===== config.mk =====
export PLATFORM = sky130hd
export DESIGN_NAME = nzcs_front
export DESIGN_NICKNAME = d
export VERILOG_FILES = /design/src/design/nzcs_pkg.sv /design/src/design/nzcs_front.sv
export SDC_FILE = /design/constraint.sdc
export NUM_CORES = 1
export LEC_CHECK = 0
export BUFFER_PORTS_ARGS = -buffer_cell sky130_fd_sc_hd__buf_4
export CORE_MARGIN = 5
export CORE_UTILIZATION = 38
export DETAILED_ROUTE_END_ITERATION = 16
export SETUP_SLACK_MARGIN = 0.3
export SYNTH_ARGS = -nofsm -noshare
export SYNTH_HDL_FRONTEND = slang
export SYNTH_SLANG_ARGS = --single-unit

===== constraint.sdc =====
create_clock -name clk -period 5.5 [get_ports clk]
set_clock_uncertainty 0.15 [all_clocks]
set_input_delay 1.1 -clock clk [delete_from_list [all_inputs] [get_ports clk]]
set_output_delay 1.1 -clock clk [all_outputs]
set_load 0.02 [all_outputs]

===== src/design/nzcs_pkg.sv =====
// nzcs_pkg: shared constants, types and state codes for the nearest zero-crossing search.
// No dependencies; used by nzcs_front, nzcs_back and nearest_zero_crossing_search.
`default_nettype none

package nzcs_pkg;

  localparam int MAX_WINDOW_DEF  = 255;
  localparam int SAMPLE_BITS_DEF = 24;
  localparam int FRAME_W         = 40;
  localparam int CFG_W           = 8;
  localparam int PADDR_W         = 3;
  localparam int PDATA_W         = 32;

  // register index, taken from paddr[2]
  localparam logic REG_WINDOW_FRAMES = 1'b0;

  typedef struct packed {
    logic               present;
    logic               last;
    logic [FRAME_W-1:0] req;
  } item_ctrl_t;

  typedef enum logic [1:0] {
    BK_LOAD,
    BK_SEARCH,
    BK_RESULT
  } back_state_t;

endpackage

`default_nettype wire


===== src/design/nzcs_front.sv =====
// nzcs_front: accepts frame items, forms left+right and queues them for the back end.
// Depends on nzcs_pkg (item_ctrl_t, FRAME_W).
`default_nettype none

module nzcs_front #(
  parameter int SAMPLE_BITS = nzcs_pkg::SAMPLE_BITS_DEF
) (
  input  wire logic                          clk,
  input  wire logic                          rst,
  input  wire logic signed [SAMPLE_BITS-1:0] left_sample,
  input  wire logic signed [SAMPLE_BITS-1:0] right_sample,
  input  wire logic                          present,
  input  wire logic [nzcs_pkg::FRAME_W-1:0]  requested_frame,
  input  wire logic                          last,
  input  wire logic                          in_valid,
  output logic                               in_stall,
  output logic                               q_valid,
  input  wire logic                          q_pop,
  output logic [SAMPLE_BITS:0]               q_sum,
  output nzcs_pkg::item_ctrl_t               q_ctrl
);

  localparam int SW = SAMPLE_BITS + 1;

  logic [SW-1:0]        sum_q  [2];
  nzcs_pkg::item_ctrl_t ctrl_q [2];
  logic                 wr_ptr;
  logic                 rd_ptr;
  logic [1:0]           count;
  logic                 push;
  logic                 pop;
  logic [SW-1:0]        sum_in;

  assign sum_in   = {left_sample[SAMPLE_BITS-1], left_sample}
                  + {right_sample[SAMPLE_BITS-1], right_sample};
  assign in_stall = (count == 2'd2);
  assign push     = in_valid && !in_stall;
  assign q_valid  = (count != 2'd0);
  assign pop      = q_pop && q_valid;
  assign q_sum    = sum_q[rd_ptr];
  assign q_ctrl   = ctrl_q[rd_ptr];

  always_ff @(posedge clk) begin
    if (rst) begin
      wr_ptr <= 1'b0;
      rd_ptr <= 1'b0;
      count  <= 2'd0;
    end else begin
      if (push) wr_ptr <= ~wr_ptr;
      if (pop)  rd_ptr <= ~rd_ptr;
      unique case ({push, pop})
        2'b10:   count <= count + 2'd1;
        2'b01:   count <= count - 2'd1;
        default: count <= count;
      endcase
    end
  end

  always_ff @(posedge clk) begin
    if (push) begin
      sum_q[wr_ptr]  <= sum_in;
      ctrl_q[wr_ptr] <= '{present: present, last: last, req: requested_frame};
    end
  end

endmodule

`default_nettype wire


==> summary.txt <==
STA
  • Setup-failing EPs final: 0
  • Period Utilization, post-route: 58.96%
  • Tmin final: 3243 ps
  • Worst-Margin Slew: 949.7 ps
  • Final Max Slew Viols: 0
  • Fmax: 308.4 MHz
  • Total negative slack: 0 ps
  • RSZ-0062 raised after global routing: no
  • Final hold violation count: 0
  • Rel. slew slack: 36.69%
  • Worst hold margin: 359.6 ps

Routing
  • ANT nets after route: 0
  • DRC: 0
  • Drt first-iter violations: 144
  • Met3 WL: 741 um
  • Via density: 4.815
  • DR WL/cell: 15.86 um
  • Detailed-router iteration count before antenna repair: 4
  • Routed WL: 12970 um
  • Met2 Routed Length: 6317 um
  • DR top layer: met4
  • Routed vias: 3939
  • Metal-1 WL: 5703 um

Global route
  • Initial antenna violation count: 0
  • Overall global routing resource usage: 13.36%
  • Vias in the first global route: 4177
  • Total congestion overflow: 0
  • Largest net degree at the start of global routing: 68
  • First-pass GRT wire length: 20610 um

Flow run
  • Max-Cap Viols: 0

Run status
  • Status: finished clean

CTS
  • Resized cells post-CTS: 0
  • Postcts setup bufs: 0
  • Worst skew pair latency: 410 ps
  • Cts hold-fix bufs: 0
  • Clock Sink Count: 139
  • Root Driver: clkbuf_16
  • Number of buffers on the longest clock path: 2
  • Worst-path clk slew: 60 ps
  • CTS tree: built
  • Htree depth: 4
  • CTS buffer count: 17

Power and ir drop
  • Clock Power Share: 30.3%
  • Sw frac: 30.24%
  • Peak supply drop: 0.2063 mV
  • Sequential share of power: 38.7%
  • Total net switching power: 1.187 mW
  • Combinational power share: 31.0%
  • Internal Power: 2.739 mW
  • Power Density: 467.6 nW/um^2
  • Lkg Pwr: 3.240 nW

Die
  • Core footprint: 16410 um^2
  • Die area: 19240 um^2
  • Die width: 138.7 um
  • IO Pins: 163
  • Die Ht: 138.7 um
  • Starting Density: 38.37%
  • Core Rows: 47

Synth
  • Gate Count Post-Synth: 413
  • Ys flop type: edfxtp_1
  • Number of synthesized flops with an enable pin: 134
  • Asr flop ratio synth: 0%
  • Library cells used by synthesis: 48
  • Synthesis warning total: 0
  • Register area share after synthesis: 65.50%
  • Post-synthesis cell area: 6296 um^2
  • Yosys reg bits: 139
  • Syn Nets: 533
  • Mean Syn Cell Area: 15.24 um^2

Placement
  • Final HPWL DP: 9294 um
  • # port buffers: 162
  • Placer Congestion: 0.8236
  • Post-DP Area: 7772 um^2

Setup path
  • Critical path required time: 4250 ps
  • Critical Path End Type: primary output
  • WS Path Type: reg -> out
  • CP Launch Type: flop
  • Crit path max fanout: 67
  • CP arrival: 1990 ps

Final layout
  • Area delta synth->final: 33.35%
  • Total Nets Final: 705
  • Layout cells sized above 1: 46.15%
  • Design Area, Final: 8396 um^2
  • ANT cells: 0

Hold path
  • Worst hold path class: reg -> reg
-- worst paths after layout --
path | startpoint | endpoint | slack, ps | cells past startpoint
worst max-delay path | flop | q_sum[17] | 2260 | 2
worst min-delay path | count[1] | count[1] | 360 | 2
worst max register to register | count[0] | ctrl_q[0][9] | 3420 | 4
worst min register to register | count[1] | count[1] | 360 | 2
-- metal layers --
layer	GRT usage (%)	up-vias
met5	0	-
met1	16.48	1855
li1	-	1945
met2	22.61	124
met4	4.789	0
met3	3.690	15
-- kinds of logic after synthesis --
logic type                 after synthesis  synth area share, %
AOI/OAI and AO/OA                       72                7.512
xor gates and xnor gates                22                3.060
adders and majority gates               26                5.286
buffers and inverters                   18                1.152
DFF                                    139                65.50
muxes                                   68                12.14
and+or+nand+nor                         68                5.346
-- state kept, by name, summed over array words and instances, names as in the netlist, named ones only --
signal  count
sum_q      50
wr_ptr      1
count       2
rd_ptr      1
ctrl_q     84
-- critical path: stages (launching register included) --
cell and delay (ps):
dfxtp_4 950, mux2_2 440, buf_4 170
-- cell usage after synthesis (2+ instances only) --
| library cell | number | area, um^2 |
|---|---|---|
| a21oi_1 | 25 | 125.1 |
| o21ai_0 | 10 | 50.05 |
| or2_2 | 2 | 12.51 |
| buf_1 | 3 | 11.26 |
| mux2_2 | 67 | 754.5 |
| buf_2 | 3 | 15.01 |
| nand3_1 | 5 | 25.02 |
| edfxtp_1 | 134 | 4024 |
| nor3_1 | 4 | 20.02 |
| nor3b_1 | 2 | 15.01 |
| o21ai_1 | 7 | 35.03 |
| nand2_1 | 22 | 82.58 |
| nand3b_1 | 2 | 15.01 |
| xnor2_1 | 13 | 113.9 |
| dfxtp_1 | 5 | 100.1 |
| ha_1 | 25 | 312.8 |
| or3_1 | 2 | 12.51 |
| a41oi_1 | 2 | 17.52 |
| and3_1 | 2 | 12.51 |
| nand4_1 | 3 | 18.77 |
| a31oi_1 | 6 | 37.54 |
| a21oi_2 | 2 | 17.52 |
| inv_1 | 7 | 26.28 |
| xor2_1 | 9 | 78.83 |
| a211oi_1 | 3 | 22.52 |
| and2_1 | 2 | 12.51 |
| nand2b_1 | 3 | 18.77 |
| a21o_1 | 5 | 37.54 |
| a211oi_2 | 3 | 37.54 |
| clkbuf_1 | 4 | 15.01 |
| nor2_1 | 14 | 52.55 |
-- power by group through the flow --
| stage | registers [mW] | clock network [mW] | logic [mW] |
|---|---|---|---|
| 3_3_place_gp | 1.54 | 0 | 1.22 |
| 6_report | 1.52 | 1.19 | 1.22 |
| 4_1_cts | 1.53 | 1.22 | 1.24 |
| 2_1_floorplan | 1.47 | 0 | 0.805 |
| 3_5_place_dp | 1.55 | 0 | 1.23 |
| 5_1_grt | 1.55 | 1.27 | 1.30 |
-- per-stage QoR --
step	util (%)	setup slack, ps	total power [mW]	cells
3_5_place_dp	47.37	2165	2.784	786
5_1_grt	51.17	2129	4.115	818
3_3_place_gp	47.37	2174	2.763	786
6_report	51.17	2257	3.926	818
4_1_cts	51.17	2193	3.984	818
2_1_floorplan	-	865.9	2.275	413
-- layout by cell type, fill, tap and decap left out, drive strengths merged, types with 6 or more instances in the layout --
cell type | Yosys | layout
clkbuf | 5 | 18
ha | 25 | 25
o21ai | 17 | 17
a31oi | 6 | 6
nor2 | 14 | 14
xor2 | 9 | 9
edfxtp | 134 | 134
a211oi | 6 | 6
xnor2 | 13 | 13
mux2 | 67 | 67
nand2 | 22 | 22
buf | 6 | 164
a21oi | 27 | 27
inv | 7 | 10
-- layout make-up --
type	instances	area, um^2
Fill cell	1393	8011
Sequential cell	139	4128
Multi-Input combinational cell	256	2112
Timing Repair Buffer	164	1231
Clock buffer	18	429.2
Tap cell	220	275.3
Clock inverter	14	193.9
Inverter	7	26.28
Power figures use the tool's default switching activity.
